--- src/rtl/acf_pkg.sv ---
// ----------------------------------------------------------------------------
// acf_pkg
// Shared types and constants for the 16.16 affine transform composer.
// ----------------------------------------------------------------------------
package acf_pkg;

    localparam int W         = 32;
    localparam int FRAC_BITS = 16;
    localparam int N_A       = 6;
    localparam int N_B       = 4;
    localparam int N_PROD    = 12;
    localparam int N_OUT     = 6;

    // operand slots of the first transform
    localparam logic [2:0] A_XX = 3'd0;
    localparam logic [2:0] A_XY = 3'd1;
    localparam logic [2:0] A_YX = 3'd2;
    localparam logic [2:0] A_YY = 3'd3;
    localparam logic [2:0] A_DX = 3'd4;
    localparam logic [2:0] A_DY = 3'd5;

    // operand slots of the second transform's matrix
    localparam logic [1:0] B_XX = 2'd0;
    localparam logic [1:0] B_XY = 2'd1;
    localparam logic [1:0] B_YX = 2'd2;
    localparam logic [1:0] B_YY = 2'd3;

    // output j sums products 2j and 2j+1
    localparam logic [2:0] PROD_A [N_PROD] = '{
        A_XX, A_YX, A_XY, A_YY, A_DX, A_DY,
        A_XX, A_YX, A_XY, A_YY, A_DX, A_DY
    };
    localparam logic [1:0] PROD_B [N_PROD] = '{
        B_XX, B_XY, B_XX, B_XY, B_XX, B_XY,
        B_YX, B_YY, B_YX, B_YY, B_YX, B_YY
    };

    typedef struct packed {
        logic signed [W-1:0] a_xx;
        logic signed [W-1:0] a_xy;
        logic signed [W-1:0] a_yx;
        logic signed [W-1:0] a_yy;
        logic signed [W-1:0] a_dx;
        logic signed [W-1:0] a_dy;
        logic signed [W-1:0] b_xx;
        logic signed [W-1:0] b_xy;
        logic signed [W-1:0] b_yx;
        logic signed [W-1:0] b_yy;
        logic signed [W-1:0] b_dx;
        logic signed [W-1:0] b_dy;
    } t_in_word;

    typedef struct packed {
        logic signed [W-1:0] out_xx;
        logic signed [W-1:0] out_xy;
        logic signed [W-1:0] out_dx;
        logic signed [W-1:0] out_yx;
        logic signed [W-1:0] out_yy;
        logic signed [W-1:0] out_dy;
    } t_out_word;

    typedef struct packed {
        logic [N_A-1:0][W-1:0] a_mag;
        logic [N_A-1:0]        a_neg;
        logic [N_B-1:0][W-1:0] b_mag;
        logic [N_B-1:0]        b_neg;
        logic [W-1:0]          b_dx;
        logic [W-1:0]          b_dy;
    } t_mag_word;

    typedef struct packed {
        logic [N_PROD-1:0][W-1:0] prod;
        logic [N_PROD-1:0]        neg;
        logic [W-1:0]             b_dx;
        logic [W-1:0]             b_dy;
    } t_prod_word;

endpackage

--- src/rtl/acf_sum.sv ---
// ----------------------------------------------------------------------------
// acf_sum
// Sum stage: apply product signs, add pairs and offsets into the result.
// ----------------------------------------------------------------------------
module acf_sum (
    input  logic                i_clk,
    input  logic                i_rst_n,
    input  logic                i_valid,
    input  acf_pkg::t_prod_word i_data,
    output logic                o_ready,
    output logic                o_valid,
    output acf_pkg::t_out_word  o_data,
    input  logic                i_ready
);

    logic [acf_pkg::W-1:0] w_term [acf_pkg::N_PROD];
    logic                  r_valid;
    acf_pkg::t_out_word    r_data;
    acf_pkg::t_out_word    n_data;

    always_comb begin
        for (int k = 0; k < acf_pkg::N_PROD; k++) begin
            // zero magnitude negates to zero, so no special handling
            w_term[k] = i_data.neg[k] ? (~i_data.prod[k] + 1'b1) : i_data.prod[k];
        end
        n_data.out_xx = w_term[0]  + w_term[1];
        n_data.out_xy = w_term[2]  + w_term[3];
        n_data.out_dx = w_term[4]  + w_term[5]  + i_data.b_dx;
        n_data.out_yx = w_term[6]  + w_term[7];
        n_data.out_yy = w_term[8]  + w_term[9];
        n_data.out_dy = w_term[10] + w_term[11] + i_data.b_dy;
    end

    assign o_ready = !r_valid || i_ready;

    always_ff @(posedge i_clk) begin
        if (!i_rst_n) begin
            r_valid <= 1'b0;
        end else if (o_ready) begin
            r_valid <= i_valid;
        end
    end

    always_ff @(posedge i_clk) begin
        if (i_valid && o_ready) begin
            r_data <= n_data;
        end
    end

    assign o_valid = r_valid;
    assign o_data  = r_data;

endmodule

--- config.mk ---
export PLATFORM = sky130hd
export DESIGN_NAME = acf_sum
export DESIGN_NICKNAME = d
export VERILOG_FILES = /design/src/rtl/acf_pkg.sv /design/src/rtl/acf_sum.sv
export SDC_FILE = /design/constraint.sdc
export NUM_CORES = 1
export LEC_CHECK = 0
export BUFFER_PORTS_ARGS = -buffer_cell sky130_fd_sc_hd__buf_2
export CAP_MARGIN = 5
export CELL_PAD_IN_SITES_DETAIL_PLACEMENT = 1
export CELL_PAD_IN_SITES_GLOBAL_PLACEMENT = 2
export CORE_MARGIN = 10
export CORE_UTILIZATION = 35
export CTS_BUF_LIST = sky130_fd_sc_hd__clkbuf_4 sky130_fd_sc_hd__clkbuf_8
export CTS_CLUSTER_SIZE = 20
export DETAILED_ROUTE_END_ITERATION = 8
export GPL_TIMING_DRIVEN = 0
export PLACE_DENSITY = 0.85
export SLEW_MARGIN = 20
export SYNTH_ARGS = -nofsm -noshare
export SYNTH_HDL_FRONTEND = slang
export SYNTH_SLANG_ARGS = --single-unit
--- constraint.sdc ---
create_clock -name i_clk -period 12.35 [get_ports i_clk]
set_input_delay 1.235 -clock i_clk [delete_from_list [all_inputs] [get_ports i_clk]]
set_output_delay 1.235 -clock i_clk [all_outputs]
set_load 0.05 [all_outputs]
# == Word level (Yosys, flattened, before mapping) ==
# Index checks and enable logic that the tools add are counted.
# classes
eq_ne,0
addsub,20
multipliers,0
div_mod_pow,0
n_shift,0
reduce_logical,3
n_mux,12
n_bitwise,12
magnitude_cmp,0
# op_table
cell,n
32-bit by 1-bit adder with 32-bit output (second input constant),12
32-bit 2-to-1 mux,12
32-bit NOT,12
32-bit adder,8
1-bit logical AND,1
1-bit zero test,1
1-bit logical OR,1
# totals
register_bits,193
word_cells,54
romBits,0
out_inout_bits,194
inputBits,464
latch_bits,0
memories,0
ram_bits,0

# == Longest topological paths before layout ==
# depth
depth_word,5
ltp_mapped,21
depth_no_buf,21

# == Worst setup path before layout ==
# OpenSTA, ideal clock, no wires.
# synth_timing
path_kind,input-to-reg
startpoint,input i_ready
endpoint,"register r_data, in the netlist o_data[0], enable pin"
path_slack_ns,5.637
cell_stages,2
path_buffers,0
setup_ns,0.575
t_arrival_ns,6.138
cell_sequence,nand2b_1 -> and2_1
# synth_via
elab_chain_len,2
# synth_lines
item,line,rtl
from (decl),acf_sum.sv:13,input logic i_ready
1-bit logical OR,acf_sum.sv:34,assign o_ready = !r_valid || i_ready;
1-bit logical AND,acf_sum.sv:45,if (i_valid && o_ready) begin
to (signal assigned),acf_sum.sv:46,r_data <= n_data;
to (decl),acf_sum.sv:18,acf_pkg::t_out_word r_data;
# No other way between the ends.
# A chain may end at the register's enable or synchronous reset.

==> impl_metrics.toml <==
[drt]
drt-initial-drc-count = 1244
wirelength_mm = 99.87
first_pass_iters = 5
vias = 23564
drc = 0
routedWlPerCell_microns = 23.13
viasPerCell = 5.457
antenna_left = 0

[power]
ir_drop_uv = 82.43
switching_share_pct = 51.37
internal-power_uw = 2043
p_leak_uw = 0.01261
power-per-cell-area_nw_per_um2 = 145.6
p_switching_uw = 2159
seqPwrFrac_pct = 25.8
p_comb_share_pct = 64.1
clkPwrFrac_pct = 10.1

[floorplanning]
die_area_sq_um = 79490
die_h_microns = 281.9
num_io_pins = 658
initial_core_util_pct = 35.51
core.rowCount = 95
coreArea_sq_um = 67630
die_w_microns = 281.9

[logic_synthesis]
dominantRegCellSynth = "edfxtp_1"
synthDistinctLibCells = 70
synth_area_leaders = "edfxtp_1 (24%), xnor2_1 (14%), ha_1 (10%)"
syn-cell-area_sq_um = 24010
synth_common_cells = "xnor2_1 (389), inv_1 (258), o21ai_0 (200), ha_1 (196), edfxtp_1 (192)"
yosys.area.top_type = "edfxtp_1"
syn_avg_cell_area_sq_um = 8.771
seq_area_frac_synth_pct = 24.09
syn_inst = 2738
yosysMostFrequentCell = "xnor2_1"
synth_top_area_share_pct = 24.01
yosysWarnings = 0
synth_edf_count = 192
synth_seq_cells = 193
synthArstFlopShare_pct = 0
synth_nets = 3466

[run_status]
outcome = "finished, final reports clean"

[global_routing]
grt_util_all_layers_pct = 24.49
grt_overflow_total = 0
antenna_found_initial = 22
grt_max_degree = 57
grt_pass1_vias = 25483
grt_pass1_wl_mm = 151.6

[worst_setup_path]
crit_chain = "buf_2 > inv_1 > ha_1 > nand2_1 > or3_1 > or2_2 > or3_1 > nand2b_1 > or4_1 > o21ai_0 > xor2_1 > fa_1 > inv_1 > ha_1 > a21o_1 > a21oi_1 > or3b_2 > o21ai_0 > or2_2 > o2111ai_1 > a21oi_1 > xnor2_1"
critical_path.max_stage_delay_ns = 0.58
worst_setup_path_end_kind = "register"
crit_path_max_fanout = 5
arrival_ns = 6.43
path_buf_inv = 3
cp_data_required_time_ns = 12.69
r2r_slack_ns = 10.23
cp_top_family = "simple AND/OR/NAND/NOR gates"
cpMaxStageDelayCell = "or4_1"
start_kind = "input pin"
crit_type = "in -> reg"

[placement]
dp_hpwl_mm = 86.33
place.gp.congestion = 0.9438
io_buffers = 657
place_area_sq_um = 28490

[cts]
cts_setup_buffers = 0
cts-hold-fix-buffers = 0
clk_latency_ns = 0.59
htreeDepth = 4
cts_root_buf = "clkbuf_8"
tritoncts = "yes"
cts.sink_count = 193
clk_pin_slew_worst_paths_ns = 0.12
cts.repair.resized = 0
cts_buffer_depth = 2
numCtsBuffers = 17

[sta]
relSlewSlack_pct = 29.35
rsz0062_at_grt = "no"
hold_viol = 0
skew_ns = 0.01939
fin_crit_sh_pct = 49.34
clock.fmax_mhz = 164.1
setup-tns-final_ns = 0
worstMarginPinSlew_ns = 1.057
final_max_slew_viol_count = 0
fin_crit_ns = 6.093
setup_viol = 0

[final_layout]
layout-drive-gt1-share_pct = 21.63
synthToLayoutAreaGrowth_pct = 20.22
nets = 4146
stdcell_area_sq_um = 28870
final_util_pct = 42.69

[min_path]
hold_class = "reg -> reg"

[flow_run]
cap_violations = 0
-- cells in the final DEF (no fill, tap or decap), drive strengths merged, types with 104 or more instances in the layout --
cell	count
buf	667
a21oi	145
xor2	147
o21ai	200
xnor2	389
nor2	104
inv	261
ha	196
edfxtp	192
o31ai	119
nand2	190
-- registers in the layout (all words and copies together) (netlist names) --
register and cells:
o_data 192, o_valid 1
-- area by class of cell --
class | instances | area [sq um]
Fill cell | 8244 | 38760
Multi-Input combinational cell | 2235 | 17070
Sequential cell | 193 | 5786
Timing Repair Buffer | 661 | 3383
Tap cell | 873 | 1092
Inverter | 258 | 968.4
Clock buffer | 20 | 256.5
Buffer | 52 | 195.2
Clock inverter | 11 | 82.58
Antenna cell | 15 | 37.54
-- layer usage --
layer | global-route usage (%) | wire, microns | up-vias
met3 | 5.158 | 5695 | 139
met1 | 28.38 | 40740 | 11552
met4 | 9.091 | 3085 | 12
li1 | - | - | 11252
met5 | 0 | 66 | -
met2 | 43.66 | 50280 | 609
-- through the flow --
| stage | setup WS, ns | std cells | power (uW) | hold WS (ns) |
|---|---|---|---|---|
| floorplan | 5.637 | 2738 | 3006 | 1.146 |
| global placement | 3.283 | 4268 | 3741 | 0.4981 |
| detailed placement | 5.625 | 4272 | 3796 | 0.5822 |
| CTS | 6.289 | 4303 | 4241 | 0.5990 |
| global route | 5.956 | 4317 | 4496 | 0.6150 |
| finish | 6.257 | 4318 | 4202 | 0.6019 |
-- power by group through the flow --
stage / logic, uW / registers [uW] / clock network (uW)
floorplan: 1300 / 1710 / 0
global placement: 2640 / 1110 / 0
detailed placement: 2700 / 1100 / 0
CTS: 2710 / 1080 / 446
global route: 2930 / 1100 / 464
finish: 2700 / 1080 / 425
-- path summary, 6_finish.rpt --
| check | start | depth (start not counted) | end |
|---|---|---|---|
| worst min register to register | o_valid | 2 | o_valid |
| worst max register to register | o_valid | 5 | o_data[84] |
| worst max-delay path | i_data[396] | 22 | o_data[31] |
| worst min-delay path | o_valid | 2 | o_valid |
-- cell families after synthesis --
| logic type | count (synthesis) | share of synthesized area (%) |
|---|---|---|
| flip-flops | 193 | 24.09 |
| AO/OA/AOI/OAI | 748 | 20.49 |
| XOR/XNOR | 536 | 19.55 |
| AND/OR/NAND/NOR | 682 | 14.93 |
| buffers and inverters | 310 | 4.846 |
| multiplexers | 5 | 0.2084 |
| adder cells (fa/ha/maj) | 264 | 15.88 |
-- worst min-delay path, cell delays in order (launching register included) --
cell      delay [ns]
dfxtp_1         0.32
nand2b_1        0.11
a21boi_0        0.12
No activity file was read; power rests on OpenSTA's default activity.
