<file path="config.mk">
export PLATFORM = sky130hd
export DESIGN_NAME = acf_mag
export DESIGN_NICKNAME = d
export VERILOG_FILES = /design/src/rtl/acf_pkg.sv /design/src/rtl/acf_mag.sv
export SDC_FILE = /design/constraint.sdc
export NUM_CORES = 1
export LEC_CHECK = 0
export ABC_AREA = 0
export BUFFER_PORTS_ARGS = -buffer_cell sky130_fd_sc_hd__clkbuf_2
export CAP_MARGIN = 0
export CORE_AREA = 2 2 307 309
export CTS_BUF_LIST = sky130_fd_sc_hd__clkbuf_8
export DETAILED_ROUTE_END_ITERATION = 16
export DIE_AREA = 0 0 309 311
export GPL_ROUTABILITY_DRIVEN = 1
export HOLD_SLACK_MARGIN = 0.06
export PLACE_DENSITY = 0.48
export SYNTH_ARGS = -nofsm -noshare
export SYNTH_HDL_FRONTEND = slang
export SYNTH_SLANG_ARGS = --single-unit
</file>
<file path="constraint.sdc">
create_clock -name i_clk -period 11.95 [get_ports i_clk]
set_clock_uncertainty 0.2 [all_clocks]
set_input_delay 1.195 -clock i_clk [delete_from_list [all_inputs] [get_ports i_clk]]
set_output_delay 1.195 -clock i_clk [all_outputs]
set_load 0.005 [all_outputs]
</file>
<file path="src/rtl/acf_pkg.sv">
// ----------------------------------------------------------------------------
// acf_pkg
// Shared types and constants for the 16.16 affine transform composer.
// ----------------------------------------------------------------------------
package acf_pkg;

    localparam int W         = 32;
    localparam int FRAC_BITS = 16;
    localparam int N_A       = 6;
    localparam int N_B       = 4;
    localparam int N_PROD    = 12;
    localparam int N_OUT     = 6;

    // operand slots of the first transform
    localparam logic [2:0] A_XX = 3'd0;
    localparam logic [2:0] A_XY = 3'd1;
    localparam logic [2:0] A_YX = 3'd2;
    localparam logic [2:0] A_YY = 3'd3;
    localparam logic [2:0] A_DX = 3'd4;
    localparam logic [2:0] A_DY = 3'd5;

    // operand slots of the second transform's matrix
    localparam logic [1:0] B_XX = 2'd0;
    localparam logic [1:0] B_XY = 2'd1;
    localparam logic [1:0] B_YX = 2'd2;
    localparam logic [1:0] B_YY = 2'd3;

    // output j sums products 2j and 2j+1
    localparam logic [2:0] PROD_A [N_PROD] = '{
        A_XX, A_YX, A_XY, A_YY, A_DX, A_DY,
        A_XX, A_YX, A_XY, A_YY, A_DX, A_DY
    };
    localparam logic [1:0] PROD_B [N_PROD] = '{
        B_XX, B_XY, B_XX, B_XY, B_XX, B_XY,
        B_YX, B_YY, B_YX, B_YY, B_YX, B_YY
    };

    typedef struct packed {
        logic signed [W-1:0] a_xx;
        logic signed [W-1:0] a_xy;
        logic signed [W-1:0] a_yx;
        logic signed [W-1:0] a_yy;
        logic signed [W-1:0] a_dx;
        logic signed [W-1:0] a_dy;
        logic signed [W-1:0] b_xx;
        logic signed [W-1:0] b_xy;
        logic signed [W-1:0] b_yx;
        logic signed [W-1:0] b_yy;
        logic signed [W-1:0] b_dx;
        logic signed [W-1:0] b_dy;
    } t_in_word;

    typedef struct packed {
        logic signed [W-1:0] out_xx;
        logic signed [W-1:0] out_xy;
        logic signed [W-1:0] out_dx;
        logic signed [W-1:0] out_yx;
        logic signed [W-1:0] out_yy;
        logic signed [W-1:0] out_dy;
    } t_out_word;

    typedef struct packed {
        logic [N_A-1:0][W-1:0] a_mag;
        logic [N_A-1:0]        a_neg;
        logic [N_B-1:0][W-1:0] b_mag;
        logic [N_B-1:0]        b_neg;
        logic [W-1:0]          b_dx;
        logic [W-1:0]          b_dy;
    } t_mag_word;

    typedef struct packed {
        logic [N_PROD-1:0][W-1:0] prod;
        logic [N_PROD-1:0]        neg;
        logic [W-1:0]             b_dx;
        logic [W-1:0]             b_dy;
    } t_prod_word;

endpackage

</file>
<file path="src/rtl/acf_mag.sv">
// ----------------------------------------------------------------------------
// acf_mag
// Magnitude stage: split every operand but the second transform's offsets into sign and magnitude.
// ----------------------------------------------------------------------------
module acf_mag (
    input  logic              i_clk,
    input  logic              i_rst_n,
    input  logic              i_valid,
    input  acf_pkg::t_in_word i_data,
    output logic              o_ready,
    output logic              o_valid,
    output acf_pkg::t_mag_word o_data,
    input  logic              i_ready
);

    function automatic logic [acf_pkg::W-1:0] mag_of(input logic [acf_pkg::W-1:0] x);
        return x[acf_pkg::W-1] ? (~x + 1'b1) : x;
    endfunction

    logic               r_valid;
    acf_pkg::t_mag_word r_data;
    acf_pkg::t_mag_word n_data;

    always_comb begin
        n_data = '0;
        n_data.a_mag[acf_pkg::A_XX] = mag_of(i_data.a_xx);
        n_data.a_mag[acf_pkg::A_XY] = mag_of(i_data.a_xy);
        n_data.a_mag[acf_pkg::A_YX] = mag_of(i_data.a_yx);
        n_data.a_mag[acf_pkg::A_YY] = mag_of(i_data.a_yy);
        n_data.a_mag[acf_pkg::A_DX] = mag_of(i_data.a_dx);
        n_data.a_mag[acf_pkg::A_DY] = mag_of(i_data.a_dy);
        n_data.a_neg[acf_pkg::A_XX] = i_data.a_xx[acf_pkg::W-1];
        n_data.a_neg[acf_pkg::A_XY] = i_data.a_xy[acf_pkg::W-1];
        n_data.a_neg[acf_pkg::A_YX] = i_data.a_yx[acf_pkg::W-1];
        n_data.a_neg[acf_pkg::A_YY] = i_data.a_yy[acf_pkg::W-1];
        n_data.a_neg[acf_pkg::A_DX] = i_data.a_dx[acf_pkg::W-1];
        n_data.a_neg[acf_pkg::A_DY] = i_data.a_dy[acf_pkg::W-1];
        n_data.b_mag[acf_pkg::B_XX] = mag_of(i_data.b_xx);
        n_data.b_mag[acf_pkg::B_XY] = mag_of(i_data.b_xy);
        n_data.b_mag[acf_pkg::B_YX] = mag_of(i_data.b_yx);
        n_data.b_mag[acf_pkg::B_YY] = mag_of(i_data.b_yy);
        n_data.b_neg[acf_pkg::B_XX] = i_data.b_xx[acf_pkg::W-1];
        n_data.b_neg[acf_pkg::B_XY] = i_data.b_xy[acf_pkg::W-1];
        n_data.b_neg[acf_pkg::B_YX] = i_data.b_yx[acf_pkg::W-1];
        n_data.b_neg[acf_pkg::B_YY] = i_data.b_yy[acf_pkg::W-1];
        n_data.b_dx = i_data.b_dx;
        n_data.b_dy = i_data.b_dy;
    end

    assign o_ready = !r_valid || i_ready;

    always_ff @(posedge i_clk) begin
        if (!i_rst_n) begin
            r_valid <= 1'b0;
        end else if (o_ready) begin
            r_valid <= i_valid;
        end
    end

    always_ff @(posedge i_clk) begin
        if (i_valid && o_ready) begin
            r_data <= n_data;
        end
    end

    assign o_valid = r_valid;
    assign o_data  = r_data;

endmodule

</file>
-- Yosys cells after proc, flatten, opt, wreduce, memory -nomap -nowiden
Index checks and enable logic that the tools add are counted.
- $add $sub $neg: 10
- multiply operators: 0
- div/mod/pow operators: 0
- order comparisons: 0
- equal/unequal tests: 0
- shifts and indexed selects: 0
- multiplexer cells: 10
- bitwise operators: 10
- reduce and logical (&&, ||, !) cells: 3
- operator list (cell ; number):
    adder 32 x 1 -> 32 bit, second input constant ; 10
    inverter 32 bit ; 10
    2-to-1 mux 31 bit ; 10
    logical AND 1 bit ; 1
    zero test 1 bit ; 1
    logical OR 1 bit ; 1
- register bits after elaboration: 395
- latch bits: 0
- memory bits (writable): 0
- bits in read-only memories: 0
- input bits: 388
- output and inout port bits: 396
- logic and storage cells: 58
- memories: 0

-- Logic depth before layout (Yosys ltp)
- word-level depth: 3
- gate-level depth with buffers: 6
- gate-level depth less buffers: 6

-- Least setup slack after synthesis
No wires, ideal clock.
- kind: in2reg
- from: input i_ready
- to: register r_data, in the netlist o_data[0] (enable)
- setup time: 0.809 ns
- arrival: 10.267 ns
- required time: 10.941 ns
- setup slack: 0.674 ns
- cell stages on the path: 2
- path buffers: 0
- cells stage by stage: nand2b_1 -> and2_1
- longest elaborated chain between the ends: 2
- ends and longest elaborated chain (what ; RTL line ; text):
    start, declared ; acf_mag.sv:13 ; input logic i_ready
    logical OR 1 bit ; acf_mag.sv:50 ; assign o_ready = !r_valid || i_ready;
    logical AND 1 bit ; acf_mag.sv:61 ; if (i_valid && o_ready) begin
    end signal, assigned ; acf_mag.sv:62 ; r_data <= n_data;
    end, declared ; acf_mag.sv:21 ; acf_pkg::t_mag_word r_data;
Every way passes these cells.
A chain may end at the register's enable or synchronous reset.

==> run_results.csv <==
group,metric,value,unit
cts,path_clk_slew,0.06,ns
synthesis,synth_area,0.0189,sq mm
synthesis,yosysTopAreaCellShare,0.627,
cts,cts.htree.levels,3,
grt,overflow,0,
setup_path,startpoint_type,"input pin",
timing,setup_viol,0,
die,die_x,309,um
synthesis,synth_area_leader_cell,"edfxtp_1",
drt,vias,15405,
timing,period_share,0.291,
cts,cts_made_buffers,79,
cts,cts_buffer_depth,3,
cts,post_cts_buffers,0,
grt,grt_pass1_wl,103,mm
min_path,holdPathStages,2,
die,die_area,0.0961,sq mm
die,io_pins,784,
final_layout,instances_no_fill,3559,
synthesis,ys_seq_area_frac,0.628,
synthesis,async_reset_ff_frac,0,
placement,gp_congestion,0.895,
timing,rsz0062_at_grt,"false",
synthesis,yosys.cell_count.top_type,"edfxtp_1",
final_layout,nNetsFinal,2651,
synthesis,ys_warn_count,0,
cts,cts_sinks,395,
status,outcome,"finished clean",
die,initial_core_util,0.203,
die,core_area,0.0928,sq mm
drt,drt-total-wl,71.7,mm
cts,clock-root-buffer,"clkbuf_8",
die,fp.dieH,311,um
grt,grt_pass1_vias,15812,
synthesis,synth_xor_area_frac,0.134,
setup_path,cp.arrival,3.70,ns
synthesis,ys_types,41,
drt,drc_errors,0,
drt,viasPerCell,4.33,
placement,portBuffers,783,
grt,grt_use_total,0.144,
setup_path,critPathCaptureType,"flip-flop",
final_layout,post-route-util,0.278,
placement,dp_hpwl,56.7,mm
setup_path,worstPathMaxFanout,12,
drt,drtIter0Drc,956,
synthesis,synth-seq-cells,395,
cts,cts_hold_buffers,0,
timing,drv_slew,0,
final_layout,drive_gt1_frac,0.398,
synthesis,synthTopCellsByArea,"edfxtp_1, xnor2_1, o31ai_1",
setup_path,r2r_cells,4,
grt,grt_max_degree,158,
die,rows,112,
synthesis,yosys-top-cells-count,"edfxtp_1, xnor2_1, nand2_1, o31ai_1, o21ai_0",
setup_path,crit_required,12.17,ns
power,powerDensity,138,mW/mm^2
grt,antenna_found_initial,14,
power,ir_drop,58.7,uV
setup_path,critPathKind,"in2reg",
synthesis,synth_compound_area_frac,0.0957,
synthesis,synth_simple_gate_area_frac,0.114,
min_path,hp-class,"reg2reg",
synthesis,synth_nets,1823,
timing,tightest_slew,1.15,ns
timing,period_minus_slack,3.48,ns
synthesis,synth_top_family_by_area,"XOR/XNOR gates",
synthesis,synth.mux.area_fraction,0,
timing,setup_tns,0,ns
drt,first_pass_iters,6,
synthesis,synth_edf_count,394,
power,power.leakage,9.69,nW
timing,hold_viol_final,0,
timing,fmax,0.288,GHz
drt,ant_nets,0,
cts,cts-resized-gates,0,
synthesis,syn_area_per_cell,13.3,sq um
placement,post-place-cells,3416,
final_layout,syn_to_final_growth,36.7,%
cts,tritoncts,"done",
job,maxCapViolCount,0,
timing,slew_headroom,0.226,
synthesis,synth_ff_type,"edfxtp_1",
synthesis,syn_inst,1415,
cts,insertion_delay,0.69,ns
synthesis,synthAdderAreaFrac,0.0133,
drt,wire_per_inst,20.2,um
metrics by stage:
step	area, sq um	hold slack (ns)	setup WS, ns	power (mW)
floorplan	18900	0.337	0.674	1.94
global placement	24300	0.336	7.94	2.21
detailed placement	24300	0.338	7.84	2.22
CTS	25800	0.344	8.63	3.63
global route	25800	0.377	8.44	3.73
finish	25800	0.351	8.47	3.55
worst paths after layout:
kind                             startpoint          end  slack [ns]
worst max-delay path            i_data[295]  o_data[287]        8.47
worst min-delay path                o_valid      o_valid        0.35
worst max register to register      o_valid  o_data[389]        8.87
worst min register to register      o_valid      o_valid        0.35
sequential cells by signal (all words and copies together), names as in the netlist:
signal   count
o_data     394
o_valid      1
layout make-up:
class	count	area, sq um
antenna	9	22.5
clock buffer	80	1100
clock inverter	54	395
fill	9811	67000
inverter	30	113
multi-input combinational	948	6750
sequential	395	11900
tap	1254	1570
timing repair buffer	789	3990
logic make-up after synthesis:
group	count (synthesis)
adders and majority gates	20
buffers and inverters	72
AOI/OAI and AO/OA	249
xor gates and xnor gates	289
and+or+nand+nor	390
DFF	395
routing by layer:
layer | vias to the layer above | global-route usage | routed length [um]
met3 | 131 | 0.0595 | 7150
li1 | 7150 | - | -
met2 | 676 | 0.249 | 35600
met4 | 10 | 0.0554 | 2240
met1 | 7438 | 0.155 | 26700
met5 | - | 0 | 62
critical path, stage by stage:
cell	delay, ns
clkbuf_2	0.10
nor4_1	0.88
nand2_1	0.55
or4_1	0.63
a221o_1	0.33
cell usage in the layout, fill, tap and decap left out, types with 27 or more instances in the layout:
cell and n:
clkbuf_2 783, clkbuf_8 80, edfxtp_1 394, inv_1 53
nand2_1 112, nand2b_1 27, nor2_1 40, nor4_1 37
o21ai_0 75, o31ai_1 97, o41ai_1 70, or3_1 28
xnor2_1 288
power breakdown:
group | switching (mW) | internal [mW]
sequential | 0.0360 | 1.67
clock | 0.638 | 0.734
combinational | 0.276 | 0.204
Note: power is estimated with default switching activity, not from simulation.
